File: config.mk
export PLATFORM = sky130hd
export DESIGN_NAME = fixed_frame_telemetry_deframer_unit
export DESIGN_NICKNAME = d
export VERILOG_FILES = /design/src/ffd_pkg.sv /design/src/ffd_front.sv /design/src/ffd_queue.sv /design/src/ffd_back.sv /design/src/fixed_frame_telemetry_deframer_unit.sv
export SDC_FILE = /design/constraint.sdc
export NUM_CORES = 1
export LEC_CHECK = 0
export BUFFER_PORTS_ARGS = -buffer_cell sky130_fd_sc_hd__buf_4
export CORE_MARGIN = 4
export CORE_UTILIZATION = 57
export CTS_CLUSTER_DIAMETER = 40
export DETAILED_ROUTE_END_ITERATION = 8
export PLACE_DENSITY_LB_ADDON = 0.3
export SYNTH_ARGS = -nofsm -noshare
export SYNTH_HDL_FRONTEND = slang
export SYNTH_HIERARCHICAL = 1
export SYNTH_SLANG_ARGS = --single-unit
export TNS_END_PERCENT = 30
File: constraint.sdc
create_clock -name clk -period 11.45 [get_ports clk]
set_input_delay 2.29 -clock clk [delete_from_list [all_inputs] [get_ports clk]]
set_output_delay 2.29 -clock clk [all_outputs]
set_load 0.1 [all_outputs]
File: src/ffd_pkg.sv
// Shared types and constants for the fixed frame telemetry deframer.
// Used by ffd_front, ffd_queue, ffd_back and the top level; depends on nothing.
package ffd_pkg;

  // Number of decoded fields in one good frame.
  localparam int FIELD_COUNT = 27;

  // Depth of the queue between the front and back parts.
  localparam int QUEUE_DEPTH = 2;

  // Configuration register indexes.
  localparam logic [2:0] CFG_START_BYTE    = 3'd0;
  localparam logic [2:0] CFG_TAG_BYTE      = 3'd1;
  localparam logic [2:0] CFG_END_BYTE      = 3'd2;
  localparam logic [2:0] CFG_TAG_WAIT      = 3'd3;
  localparam logic [2:0] CFG_BODY_WAIT     = 3'd4;
  localparam logic [2:0] CFG_DATA_TIMEOUT  = 3'd5;

  // Input item kinds (in_tuser) and result kinds (out_tuser).
  localparam logic ACT_BYTE = 1'b0;
  localparam logic ACT_TICK = 1'b1;
  localparam logic KIND_FIELD  = 1'b0;
  localparam logic KIND_STATUS = 1'b1;

  // Frame hunting phases.
  typedef enum logic [1:0] {
    PH_HUNT = 2'd0,
    PH_TAG  = 2'd1,
    PH_BODY = 2'd2,
    PH_END  = 2'd3
  } hunt_phase_t;

  // Link status as reported on every result.
  typedef enum logic [1:0] {
    LINK_WAITING   = 2'd0,
    LINK_RECEIVING = 2'd1,
    LINK_TIMEOUT   = 2'd2
  } link_status_t;

  // Field encodings inside the frame body.
  typedef enum logic [1:0] {
    T_U8  = 2'd0,
    T_U16 = 2'd1,
    T_S16 = 2'd2
  } fld_type_t;

  // Back part sequencer states.
  typedef enum logic [1:0] {
    BK_IDLE  = 2'd0,
    BK_RD_LO = 2'd1,
    BK_RD_HI = 2'd2,
    BK_EMIT  = 2'd3
  } back_state_t;

  // Body offset of each field's low byte, rpm first and knock last.
  localparam logic [5:0] FLD_POS [FIELD_COUNT] = '{
    6'd4,  6'd6,  6'd8,  6'd9,  6'd11, 6'd13, 6'd15, 6'd17, 6'd19,
    6'd21, 6'd23, 6'd25, 6'd27, 6'd29, 6'd31, 6'd33, 6'd35, 6'd37,
    6'd39, 6'd41, 6'd43, 6'd45, 6'd47, 6'd48, 6'd49, 6'd53, 6'd55
  };

  localparam fld_type_t FLD_TYPE [FIELD_COUNT] = '{
    T_S16, T_U16, T_U8,  T_U16, T_U16, T_U16,
    T_S16, T_S16, T_S16, T_S16, T_S16, T_S16, T_S16, T_S16,
    T_U16, T_S16, T_S16, T_S16, T_S16, T_S16, T_S16,
    T_U16, T_U8,  T_U8,  T_U16, T_U16, T_U16
  };

  // One piece of work handed from the front to the back part.
  typedef struct packed {
    logic         is_status;
    logic [31:0]  frame_total;
    link_status_t link_status;
    logic         became_active;
  } q_entry_t;

  // Body byte write from the front into the back part's payload memory.
  typedef struct packed {
    logic       en;
    logic [6:0] addr;
    logic [7:0] data;
  } mem_wr_t;

endpackage

File: src/ffd_front.sv
// Front part of the deframer: configuration registers, frame hunting, timers
// and link status. Depends on ffd_pkg; feeds ffd_queue and the payload memory.
module ffd_front #(
  parameter int PAYLOAD_BYTES = 93
) (
  input  logic              clk,
  input  logic              rst_n,
  // Input stream
  input  logic              in_tvalid,
  output logic              in_tready,
  input  logic              in_action,
  input  logic [7:0]        in_byte,
  // Configuration writes
  input  logic              cfg_valid,
  output logic              cfg_ready,
  input  logic [2:0]        cfg_index,
  input  logic [15:0]       cfg_data,
  // Toward the queue and the back part
  output logic              q_push,
  output ffd_pkg::q_entry_t q_entry,
  input  logic              q_full,
  input  logic              emit_busy,
  output ffd_pkg::mem_wr_t  mem_wr
);
  import ffd_pkg::*;

  localparam int BODY_BYTES = PAYLOAD_BYTES - 1;

  logic [7:0]   start_byte_r, tag_byte_r, end_byte_r, tag_wait_r;
  logic [9:0]   body_wait_r;
  logic [15:0]  data_timeout_r;

  hunt_phase_t  phase_r, phase_nxt;
  logic [6:0]   pos_r, pos_nxt;
  logic [9:0]   wait_r, wait_nxt;
  link_status_t link_r, link_nxt;
  logic [15:0]  idle_r, idle_nxt;
  logic         seen_r, seen_nxt;
  logic [31:0]  frames_r, frames_nxt;

  logic         accept;
  logic [9:0]   wait_inc;
  logic [9:0]   wait_lim;
  logic         wait_expired;
  logic         timeout_hit;
  logic         body_last;

  // Body bytes hold off while a frame is still being read out of the memory.
  assign in_tready = !q_full && !(phase_r == PH_BODY && emit_busy);
  assign accept    = in_tvalid && in_tready;
  assign cfg_ready = 1'b1;

  assign wait_inc     = wait_r + 10'd1;
  assign wait_lim     = (phase_r == PH_TAG) ? {2'b00, tag_wait_r} : body_wait_r;
  assign wait_expired = (wait_inc >= wait_lim);
  assign timeout_hit  = (link_r == LINK_RECEIVING) && seen_r && (idle_r >= data_timeout_r);
  assign body_last    = (pos_r == 7'(BODY_BYTES - 1));

  // Configuration registers.
  always_ff @(posedge clk) begin
    if (!rst_n) begin
      start_byte_r   <= 8'd2;
      tag_byte_r     <= 8'd95;
      end_byte_r     <= 8'd3;
      tag_wait_r     <= 8'd50;
      body_wait_r    <= 10'd200;
      data_timeout_r <= 16'd3000;
    end else if (cfg_valid && cfg_ready) begin
      case (cfg_index)
        CFG_START_BYTE:   start_byte_r   <= cfg_data[7:0];
        CFG_TAG_BYTE:     tag_byte_r     <= cfg_data[7:0];
        CFG_END_BYTE:     end_byte_r     <= cfg_data[7:0];
        CFG_TAG_WAIT:     tag_wait_r     <= cfg_data[7:0];
        CFG_BODY_WAIT:    body_wait_r    <= cfg_data[9:0];
        CFG_DATA_TIMEOUT: data_timeout_r <= cfg_data;
        default: ;
      endcase
    end
  end

  // Next hunting phase.
  always_comb begin
    phase_nxt = phase_r;
    if (accept) begin
      if (in_action == ACT_TICK) begin
        if (phase_r != PH_HUNT && wait_expired) begin
          phase_nxt = PH_HUNT;
        end
      end else begin
        case (phase_r)
          PH_HUNT: if (in_byte == start_byte_r) phase_nxt = PH_TAG;
          PH_TAG:  phase_nxt = (in_byte == tag_byte_r) ? PH_BODY : PH_HUNT;
          PH_BODY: if (body_last) phase_nxt = PH_END;
          PH_END:  phase_nxt = PH_HUNT;
          default: phase_nxt = PH_HUNT;
        endcase
      end
    end
  end

  // Counters, link status, queue pushes and memory writes.
  always_comb begin
    pos_nxt    = pos_r;
    wait_nxt   = wait_r;
    link_nxt   = link_r;
    idle_nxt   = idle_r;
    seen_nxt   = seen_r;
    frames_nxt = frames_r;
    q_push     = 1'b0;
    q_entry    = '{is_status: 1'b0, frame_total: frames_r,
                   link_status: link_r, became_active: 1'b0};
    mem_wr     = '{en: 1'b0, addr: pos_r, data: in_byte};
    if (accept) begin
      if (in_action == ACT_TICK) begin
        if (phase_r != PH_HUNT) begin
          wait_nxt = wait_expired ? 10'd0 : wait_inc;
        end
        if (timeout_hit) begin
          link_nxt = LINK_TIMEOUT;
          q_push   = 1'b1;
          q_entry  = '{is_status: 1'b1, frame_total: frames_r,
                       link_status: LINK_TIMEOUT, became_active: 1'b0};
        end
        if (idle_r != 16'hFFFF) begin
          idle_nxt = idle_r + 16'd1;
        end
      end else begin
        case (phase_r)
          PH_HUNT: if (in_byte == start_byte_r) wait_nxt = 10'd0;
          PH_TAG: begin
            if (in_byte == tag_byte_r) begin
              pos_nxt  = 7'd0;
              wait_nxt = 10'd0;
            end
          end
          PH_BODY: begin
            mem_wr.en = 1'b1;
            pos_nxt   = pos_r + 7'd1;
          end
          PH_END: begin
            wait_nxt = 10'd0;
            if (in_byte == end_byte_r) begin
              frames_nxt = frames_r + 32'd1;
              link_nxt   = LINK_RECEIVING;
              seen_nxt   = 1'b1;
              idle_nxt   = 16'd0;
              q_push     = 1'b1;
              q_entry    = '{is_status: 1'b0, frame_total: frames_r + 32'd1,
                             link_status: LINK_RECEIVING,
                             became_active: (link_r != LINK_RECEIVING)};
            end
          end
          default: ;
        endcase
      end
    end
  end

  always_ff @(posedge clk) begin
    if (!rst_n) begin
      phase_r  <= PH_HUNT;
      pos_r    <= 7'd0;
      wait_r   <= 10'd0;
      link_r   <= LINK_WAITING;
      idle_r   <= 16'd0;
      seen_r   <= 1'b0;
      frames_r <= 32'd0;
    end else begin
      phase_r  <= phase_nxt;
      pos_r    <= pos_nxt;
      wait_r   <= wait_nxt;
      link_r   <= link_nxt;
      idle_r   <= idle_nxt;
      seen_r   <= seen_nxt;
      frames_r <= frames_nxt;
    end
  end

endmodule

File: src/ffd_queue.sv
// Short queue of work entries between the front and back parts.
// Depends on ffd_pkg for the entry type and depth.
module ffd_queue (
  input  logic              clk,
  input  logic              rst_n,
  input  logic              push,
  input  ffd_pkg::q_entry_t push_entry,
  output logic              full,
  input  logic              pop,
  output logic              valid,
  output ffd_pkg::q_entry_t head
);
  import ffd_pkg::*;

  localparam int PW = (QUEUE_DEPTH > 1) ? $clog2(QUEUE_DEPTH) : 1;
  localparam int CW = $clog2(QUEUE_DEPTH + 1);

  q_entry_t        slots_r [QUEUE_DEPTH];
  logic [PW-1:0]   wr_ptr_r, rd_ptr_r;
  logic [CW-1:0]   count_r;
  logic            do_push, do_pop;

  assign full    = (count_r == CW'(QUEUE_DEPTH));
  assign valid   = (count_r != '0);
  assign head    = slots_r[rd_ptr_r];
  assign do_push = push && !full;
  assign do_pop  = pop && valid;

  // Entry storage.
  always_ff @(posedge clk) begin
    if (do_push) begin
      slots_r[wr_ptr_r] <= push_entry;
    end
  end

  // Pointers and fill count.
  always_ff @(posedge clk) begin
    if (!rst_n) begin
      wr_ptr_r <= '0;
      rd_ptr_r <= '0;
      count_r  <= '0;
    end else begin
      if (do_push) begin
        wr_ptr_r <= (wr_ptr_r == PW'(QUEUE_DEPTH - 1)) ? '0 : wr_ptr_r + PW'(1);
      end
      if (do_pop) begin
        rd_ptr_r <= (rd_ptr_r == PW'(QUEUE_DEPTH - 1)) ? '0 : rd_ptr_r + PW'(1);
      end
      case ({do_push, do_pop})
        2'b10:   count_r <= count_r + CW'(1);
        2'b01:   count_r <= count_r - CW'(1);
        default: count_r <= count_r;
      endcase
    end
  end

endmodule

File: src/ffd_back.sv
// Back part of the deframer: payload memory, field readout sequencer and the
// output register. Depends on ffd_pkg; fed by ffd_queue and ffd_front.
module ffd_back #(
  parameter int PAYLOAD_BYTES = 93
) (
  input  logic                 clk,
  input  logic                 rst_n,
  input  ffd_pkg::mem_wr_t     mem_wr,
  input  logic                 q_valid,
  input  ffd_pkg::q_entry_t    q_head,
  output logic                 q_pop,
  output logic                 busy,
  output logic                 out_valid,
  input  logic                 out_ready,
  output logic                 out_kind,
  output logic [4:0]           out_field_id,
  output logic signed [16:0]   out_field_value,
  output logic                 out_last,
  output logic [31:0]          out_frame_total,
  output ffd_pkg::link_status_t out_link_status,
  output logic                 out_became_active
);
  import ffd_pkg::*;

  localparam int BODY_BYTES = PAYLOAD_BYTES - 1;
  localparam int AW         = $clog2(BODY_BYTES);

  logic [7:0]         mem [BODY_BYTES];
  logic [7:0]         rd_data_r;
  logic [AW-1:0]      rd_addr;

  back_state_t        state_r, state_nxt;
  q_entry_t           cur_r;
  logic [4:0]         k_r;
  logic [7:0]         lo_r;
  logic               out_load;
  logic               last_item;
  fld_type_t          ftype;
  logic signed [16:0] fvalue;

  logic               ov_r;
  logic               o_kind_r, o_last_r, o_became_r;
  logic [4:0]         o_id_r;
  logic signed [16:0] o_value_r;
  logic [31:0]        o_total_r;
  link_status_t       o_link_r;

  // Payload memory: one write port from the front, one registered read port.
  always_ff @(posedge clk) begin
    if (mem_wr.en) begin
      mem[mem_wr.addr[AW-1:0]] <= mem_wr.data;
    end
    rd_data_r <= mem[rd_addr];
  end

  // Low byte address while fetching it, high byte address afterwards.
  assign rd_addr = (state_r == BK_RD_LO) ? AW'(FLD_POS[k_r])
                                         : AW'(FLD_POS[k_r]) + AW'(1);

  assign out_load  = (state_r == BK_EMIT) && (!ov_r || out_ready);
  assign last_item = cur_r.is_status || (k_r == 5'(FIELD_COUNT - 1));
  assign q_pop     = (state_r == BK_IDLE) && q_valid;
  assign busy      = (state_r != BK_IDLE);
  assign ftype     = FLD_TYPE[k_r];

  // Field value from the field's low byte and, for 16-bit types, its high byte.
  always_comb begin
    case (ftype)
      T_U8:    fvalue = {9'd0, lo_r};
      T_U16:   fvalue = {1'b0, rd_data_r, lo_r};
      T_S16:   fvalue = {rd_data_r[7], rd_data_r, lo_r};
      default: fvalue = '0;
    endcase
  end

  // Sequencer next state.
  always_comb begin
    state_nxt = state_r;
    case (state_r)
      BK_IDLE: begin
        if (q_valid) state_nxt = q_head.is_status ? BK_EMIT : BK_RD_LO;
      end
      BK_RD_LO: state_nxt = BK_RD_HI;
      BK_RD_HI: state_nxt = BK_EMIT;
      BK_EMIT: begin
        if (out_load) state_nxt = last_item ? BK_IDLE : BK_RD_LO;
      end
      default: state_nxt = BK_IDLE;
    endcase
  end

  always_ff @(posedge clk) begin
    if (!rst_n) begin
      state_r <= BK_IDLE;
    end else begin
      state_r <= state_nxt;
    end
  end

  // Work entry, field index and low byte capture.
  always_ff @(posedge clk) begin
    if (q_pop) begin
      cur_r <= q_head;
      k_r   <= 5'd0;
    end else if (out_load && !last_item) begin
      k_r <= k_r + 5'd1;
    end
    if (state_r == BK_RD_HI) begin
      lo_r <= rd_data_r;
    end
  end

  // Output register.
  always_ff @(posedge clk) begin
    if (!rst_n) begin
      ov_r <= 1'b0;
    end else if (out_load) begin
      ov_r <= 1'b1;
    end else if (out_ready) begin
      ov_r <= 1'b0;
    end
  end

  always_ff @(posedge clk) begin
    if (out_load) begin
      o_kind_r   <= cur_r.is_status ? KIND_STATUS : KIND_FIELD;
      o_id_r     <= cur_r.is_status ? 5'd0 : k_r;
      o_value_r  <= cur_r.is_status ? 17'sd0 : fvalue;
      o_last_r   <= last_item;
      o_total_r  <= cur_r.frame_total;
      o_link_r   <= cur_r.link_status;
      o_became_r <= cur_r.became_active;
    end
  end

  assign out_valid         = ov_r;
  assign out_kind          = o_kind_r;
  assign out_field_id      = o_id_r;
  assign out_field_value   = o_value_r;
  assign out_last          = o_last_r;
  assign out_frame_total   = o_total_r;
  assign out_link_status   = o_link_r;
  assign out_became_active = o_became_r;

endmodule

File: src/fixed_frame_telemetry_deframer_unit.sv
// Fixed frame telemetry deframer, top level.
// Joins ffd_front, ffd_queue and ffd_back; depends on ffd_pkg.
//
// Usage:
//   The in_ channel carries one item per transfer: in_tuser is 0 for a
//   received byte (in in_tdata) and 1 for a one millisecond tick. The block
//   hunts for start, tag, a fixed body and end byte and, for every good frame,
//   sends 27 field results on the out_ channel, the last one with out_tlast.
//   A data timeout sends one status result (out_tuser 1, out_tlast 1).
//   The cfg_ channel writes the six registers; it is always ready. The user must
//   see that it is written only while the block is idle; the block does not enforce it.
// Timing:
//   Ticks and bytes outside a frame body are taken one per cycle while the
//   queue is not full. Each field passes through the readout sequencer's low
//   byte read, high byte read and output load states on the single memory
//   read port. Body bytes of the next frame wait while a burst is read out.
// Reset: rst_n, synchronous, clears control state and loads register
//   defaults; the payload memory is not cleared. A stalled receiver holds the
//   output register and backs up the queue, which then stalls the input.
module fixed_frame_telemetry_deframer_unit #(
  parameter int PAYLOAD_BYTES = 93
) (
  input  logic        clk,
  input  logic        rst_n,
  // Input stream
  input  logic        in_tvalid,
  output logic        in_tready,
  input  logic [7:0]  in_tdata,   // [7:0] rx_byte
  input  logic        in_tuser,   // [0] action
  // Result stream
  output logic        out_tvalid,
  input  logic        out_tready,
  output logic [63:0] out_tdata,  // [4:0] field_id, [21:5] field_value,
                                  // [53:22] frame_total, [55:54] link_status,
                                  // [56] became_active, [63:57] zero
  output logic        out_tuser,  // [0] kind
  output logic        out_tlast,  // last_field
  // Configuration writes
  input  logic        cfg_valid,
  output logic        cfg_ready,
  input  logic [2:0]  cfg_index,
  input  logic [15:0] cfg_data
);
  import ffd_pkg::*;

  logic               q_push, q_full, q_pop, q_valid, back_busy, emit_busy;
  q_entry_t           q_entry, q_head;
  mem_wr_t            mem_wr;
  logic [4:0]         field_id;
  logic signed [16:0] field_value;
  logic [31:0]        frame_total;
  link_status_t       link_status;
  logic               became_active;

  // A frame is still pending while the queue or the readout holds work.
  assign emit_busy = q_valid || back_busy;

  ffd_front #(.PAYLOAD_BYTES(PAYLOAD_BYTES)) u_front (
    .clk       (clk),
    .rst_n     (rst_n),
    .in_tvalid (in_tvalid),
    .in_tready (in_tready),
    .in_action (in_tuser),
    .in_byte   (in_tdata),
    .cfg_valid (cfg_valid),
    .cfg_ready (cfg_ready),
    .cfg_index (cfg_index),
    .cfg_data  (cfg_data),
    .q_push    (q_push),
    .q_entry   (q_entry),
    .q_full    (q_full),
    .emit_busy (emit_busy),
    .mem_wr    (mem_wr)
  );

  ffd_queue u_queue (
    .clk        (clk),
    .rst_n      (rst_n),
    .push       (q_push),
    .push_entry (q_entry),
    .full       (q_full),
    .pop        (q_pop),
    .valid      (q_valid),
    .head       (q_head)
  );

  ffd_back #(.PAYLOAD_BYTES(PAYLOAD_BYTES)) u_back (
    .clk               (clk),
    .rst_n             (rst_n),
    .mem_wr            (mem_wr),
    .q_valid           (q_valid),
    .q_head            (q_head),
    .q_pop             (q_pop),
    .busy              (back_busy),
    .out_valid         (out_tvalid),
    .out_ready         (out_tready),
    .out_kind          (out_tuser),
    .out_field_id      (field_id),
    .out_field_value   (field_value),
    .out_last          (out_tlast),
    .out_frame_total   (frame_total),
    .out_link_status   (link_status),
    .out_became_active (became_active)
  );

  // Result payload packing, lowest field first.
  assign out_tdata = {7'd0, became_active, link_status, frame_total,
                      field_value, field_id};

endmodule
==> results.md <==
- Count of flip-flops with a built-in enable after synthesis: 719
- Worst-case register-to-register setup slack: 6.28 ns
- Most used DFF post-synth: sky130_fd_sc_hd__edfxtp_1
- Switching power as a share of total power: 0.343
- Area added between synthesis and finish: 13.8%
- Max incr delay on CP: ~0.77 ns
- Worst Path Arrival: around 5.5 ns
- Leakage: 0.0142 µW
- Routed vias/inst: about 6
- First-pass GRT wire length: 126000 µm
- Clock transition time at the flip-flop clock pins of the worst setup and hold paths: 0.06 ns
- Die X-Extent: around 260 µm
- Fin worst setup slack: 6.27 ns
- Via count of the first global-routing pass: 21511
- Relative slew slack: 0.105
- Number of antenna-violating nets in the routed design: 0
- Antenna violations before repair: 1
- Worst Hold Endpoint: u_back/out_link_status[1]$_DFFE_PP_
- Post-synthesis cell type with the largest combined area: sky130_fd_sc_hd__edfxtp_1
- Highest metal layer used by the detailed router: met4
- Worst-Skew Late Latency: 0.66 ns
- Proportion of power drawn by combinational gates: 0.306
- Placed wire-length estimate after detailed placement: 49500 µm
- Post-synthesis cell area: 35900 µm²
- Worst-path cell chain: buf_4 -> xnor2_1 -> nand3_1 -> or4_1 -> nand2_1 -> and3_1 -> buf_4
- Starting utilization of the core area: 0.578
- Clock Path Buffers: 3
- Synth area leaders: sky130_fd_sc_hd__edfxtp_1 (60%), sky130_fd_sc_hd__dfxtp_1 (8.3%), sky130_fd_sc_hd__nand2_1 (4.5%)
- Number of pins exceeding their max-slew limit in the final report: 0
- Most common cell after layout, fill and taps aside: sky130_fd_sc_hd__edfxtp_1
- Unrepaired setup endpoints after global routing: no
- Total wire length after detailed routing: roughly 80000 µm
- Period utilization: 0.453
- Leading cell types in the layout, fill and taps excluded: sky130_fd_sc_hd__edfxtp_1 (719), sky130_fd_sc_hd__nand2_1 (432), sky130_fd_sc_hd__dfxtp_1 (149), sky130_fd_sc_hd__nand3_1 (148), sky130_fd_sc_hd__nor2_1 (135)
- Aggregate global routing overflow: 0
- CTS tree: built
- Cell with the biggest individual delay on the critical path: sky130_fd_sc_hd__and3_1
- Vertical extent of the die: 259 µm
- Total length of routed met3 wires: 7590 µm
- DRT Pass-1 Iters: 6
- Post-place setup slack: 5.63 ns
- Share of the yosys chip area belonging to registers: 0.685
- Count of state elements after synthesis: slightly below 900
- Worst hold-check path type: reg -> reg
- Maximum number of pins on one net before global-route repair: 121
- Post-Syn Area per Cell: 13.8 µm²
- Clock tree root buffer cell: sky130_fd_sc_hd__clkbuf_16
- HP Start: u_back/cur_r[2]$_DFFE_PP_
- Maximum operating frequency: just under 200 MHz
- Diodes inserted: 0
- Final cell count without fillers: approximately 3600
- Total Routing Usage GR: 0.242
- Core Box Area: 62100 µm²
- Placed cell count: around 3400
- Result of the run: completed
- Worst-case clock skew: 0.0291 ns
- Critical path type: in -> reg
- Crit path top cell by count: sky130_fd_sc_hd__buf_4
- Total I/O pin count: 102
- Number of rows in the core area: 91
- Drt first-iter violations: roughly 2400
- CTS Buf Count: 104
- Num Clock Sinks: 868
- Number of hold violations in the final report: 0
- Synthesized instance count: between 2000 and 3000
- CP Launch Point: in_tdata[2]
- Share of async-settable or async-resettable flops after synthesis: 0
- Critical register-to-register path startpoint: u_back/k_r[2]$_SDFFE_PP0P_
- Share of post-route cells with drive strength above 1: 0.158
- Unique masters post-synth: 101
- Type of origin of the critical path: primary input
- Number of port buffers: 93
- Maximum ir drop on the vdd rail: between 0.2 and 0.3 mV
- Die outline area: 67000 µm²
- Total power divided by cell area: roughly 250 nW/µm²
- Average wire per cell in the routed design: 22.7 µm
- Via count: 21885
- R2r endpoint: u_back/rd_data_r[1]$_DFF_P_
- Total net switching power: 3440 µW
- RePlAce Congestion: 0.851
- Minimum period implied by the final worst setup slack: 5.18 ns
- Warnings, synthesis: 6
- Clock network fraction of total power: 0.342
- Slew at the pin closest to its max-slew limit: 1.33 ns
- Final net count: 2762
- Met2 WL post-DR: between 30000 and 40000 µm
- Hold-fix buffers, CTS: 0
- Final setup vio count: 0
- Number of levels the H-tree was split into: 3
- Max Cap Violations: 0
- Length of routed wiring on met1: 32600 µm
- Share of the synthesized area in the top cell type: 0.602
- Total of cells resized after clock tree synthesis: 0
- Cell-internal power: between 6000 and 7000 µW
- Final TNS setup: 0 ns
- Post-route DRC: 0
- Setup bufs post-CTS: 0
- Fraction of power consumed by sequential logic: 0.353
- Worst reg2reg path depth: 15
- Number of stages on the worst hold path: 0
- Kind of capture point of the worst setup path: register
- Maximum fanout count along the critical path: 71
- Req. time, crit path: between 10 and 15 ns
[synth_stat cells (26+ instances only)]
cell type / count
sky130_fd_sc_hd__nand3_1: 148
sky130_fd_sc_hd__clkbuf_1: 51
sky130_fd_sc_hd__buf_2: 41
sky130_fd_sc_hd__buf_4: 32
sky130_fd_sc_hd__mux2_2: 38
sky130_fd_sc_hd__xnor2_1: 60
sky130_fd_sc_hd__nor2_1: 135
sky130_fd_sc_hd__nand4_1: 36
sky130_fd_sc_hd__dfxtp_1: 149
sky130_fd_sc_hd__nand2_1: 432
sky130_fd_sc_hd__ha_1: 47
sky130_fd_sc_hd__mux4_2: 56
sky130_fd_sc_hd__nor3_1: 26
sky130_fd_sc_hd__inv_1: 44
sky130_fd_sc_hd__edfxtp_1: 719
sky130_fd_sc_hd__mux2i_1: 85
sky130_fd_sc_hd__and2_1: 48
sky130_fd_sc_hd__a21oi_1: 86
[flip-flops by register name (all words and copies together), names as in the netlist, 7 cells and up, named ones only]
| signal | flops |
|---|---|
| u_front/tag_wait_r | 8 |
| u_front/start_byte_r | 8 |
| u_front/data_timeout_r | 16 |
| u_front/frames_r | 32 |
| u_front/idle_r | 16 |
| u_front/wait_r | 10 |
| u_queue/slots_r | 72 |
| u_front/tag_byte_r | 8 |
| u_back/out_frame_total | 32 |
| u_back/lo_r | 8 |
| u_front/end_byte_r | 8 |
| u_back/mem | 544 |
| u_back/rd_data_r | 8 |
| u_back/cur_r | 36 |
| u_back/out_field_value | 17 |
| u_front/body_wait_r | 10 |
| u_front/pos_r | 7 |
[area by class of cell]
cell class                 count  area (µm²)
sequential                   868       24600
fill                        4176       21200
multi-input combinational   1550       10500
clock buffer                 115        2690
tap                          837        1050
clock inverter                79        1000
timing repair buffer         112         866
inverter                      46         173
[metrics by stage]
stage	util	total power (µW)	hold WS, ns	cell area (µm²)
5_1_grt	0.658	10400	0.417	40800
3_5_place_dp	0.598	6590	0.405	37100
2_1_floorplan	-	5670	0.400	35900
4_1_cts	0.658	10000	0.409	40800
6_report	0.658	10000	0.400	40800
3_3_place_gp	0.598	6530	0.402	37100
[worst max-delay path by stage]
stage | end | slack (ns) | depth (start not counted)
3_5_place_dp | u_queue/slots_r[1][30]$_DFFE_PP_ | 5.63 | 7
6_report | u_queue/slots_r[1][31]$_DFFE_PP_ | 6.27 | 7
5_1_grt | u_back/rd_data_r[1]$_DFF_P_ | 5.94 | 15
2_1_floorplan | u_back/k_r[4]$_SDFFE_PP0P_ | 5.35 | 7
4_1_cts | u_back/rd_data_r[1]$_DFF_P_ | 6.32 | 15
3_3_place_gp | u_queue/slots_r[1][31]$_DFFE_PP_ | 5.73 | 7
[worst max-delay path: cells and delay by family]
kind          cells  cell delay [ns]
xor+xnor          1             0.21
buf+inv           2             1.01
simple gates      4             1.94
[metal layers]
| metal | GRT usage | vias to the layer above |
|---|---|---|
| met1 | 0.331 | 10843 |
| met5 | 0 | - |
| met2 | 0.391 | 1064 |
| met3 | 0.0493 | 175 |
| li1 | - | 9803 |
| met4 | 0.0850 | 0 |
[power by group through the flow]
stage,Clock (µW),Combinational (µW),Sequential (µW)
floorplan,0,1960,3710
global placement,0,2930,3600
global route,3610,3210,3540
detailed placement,0,2990,3600
CTS,3470,3010,3530
finish,3420,3070,3540
[kinds of logic after synthesis]
| family | synth area share |
|---|---|
| AND/OR/NAND/NOR | 0.128 |
| flip-flops | 0.685 |
| AO/OA/AOI/OAI | 0.0519 |
| buffers and inverters | 0.0254 |
| multiplexers | 0.0708 |
| XOR/XNOR | 0.0219 |
| adder cells (fa/ha/maj) | 0.0164 |
| other | 0.000209 |
No activity file was read; power rests on OpenSTA's default activity.
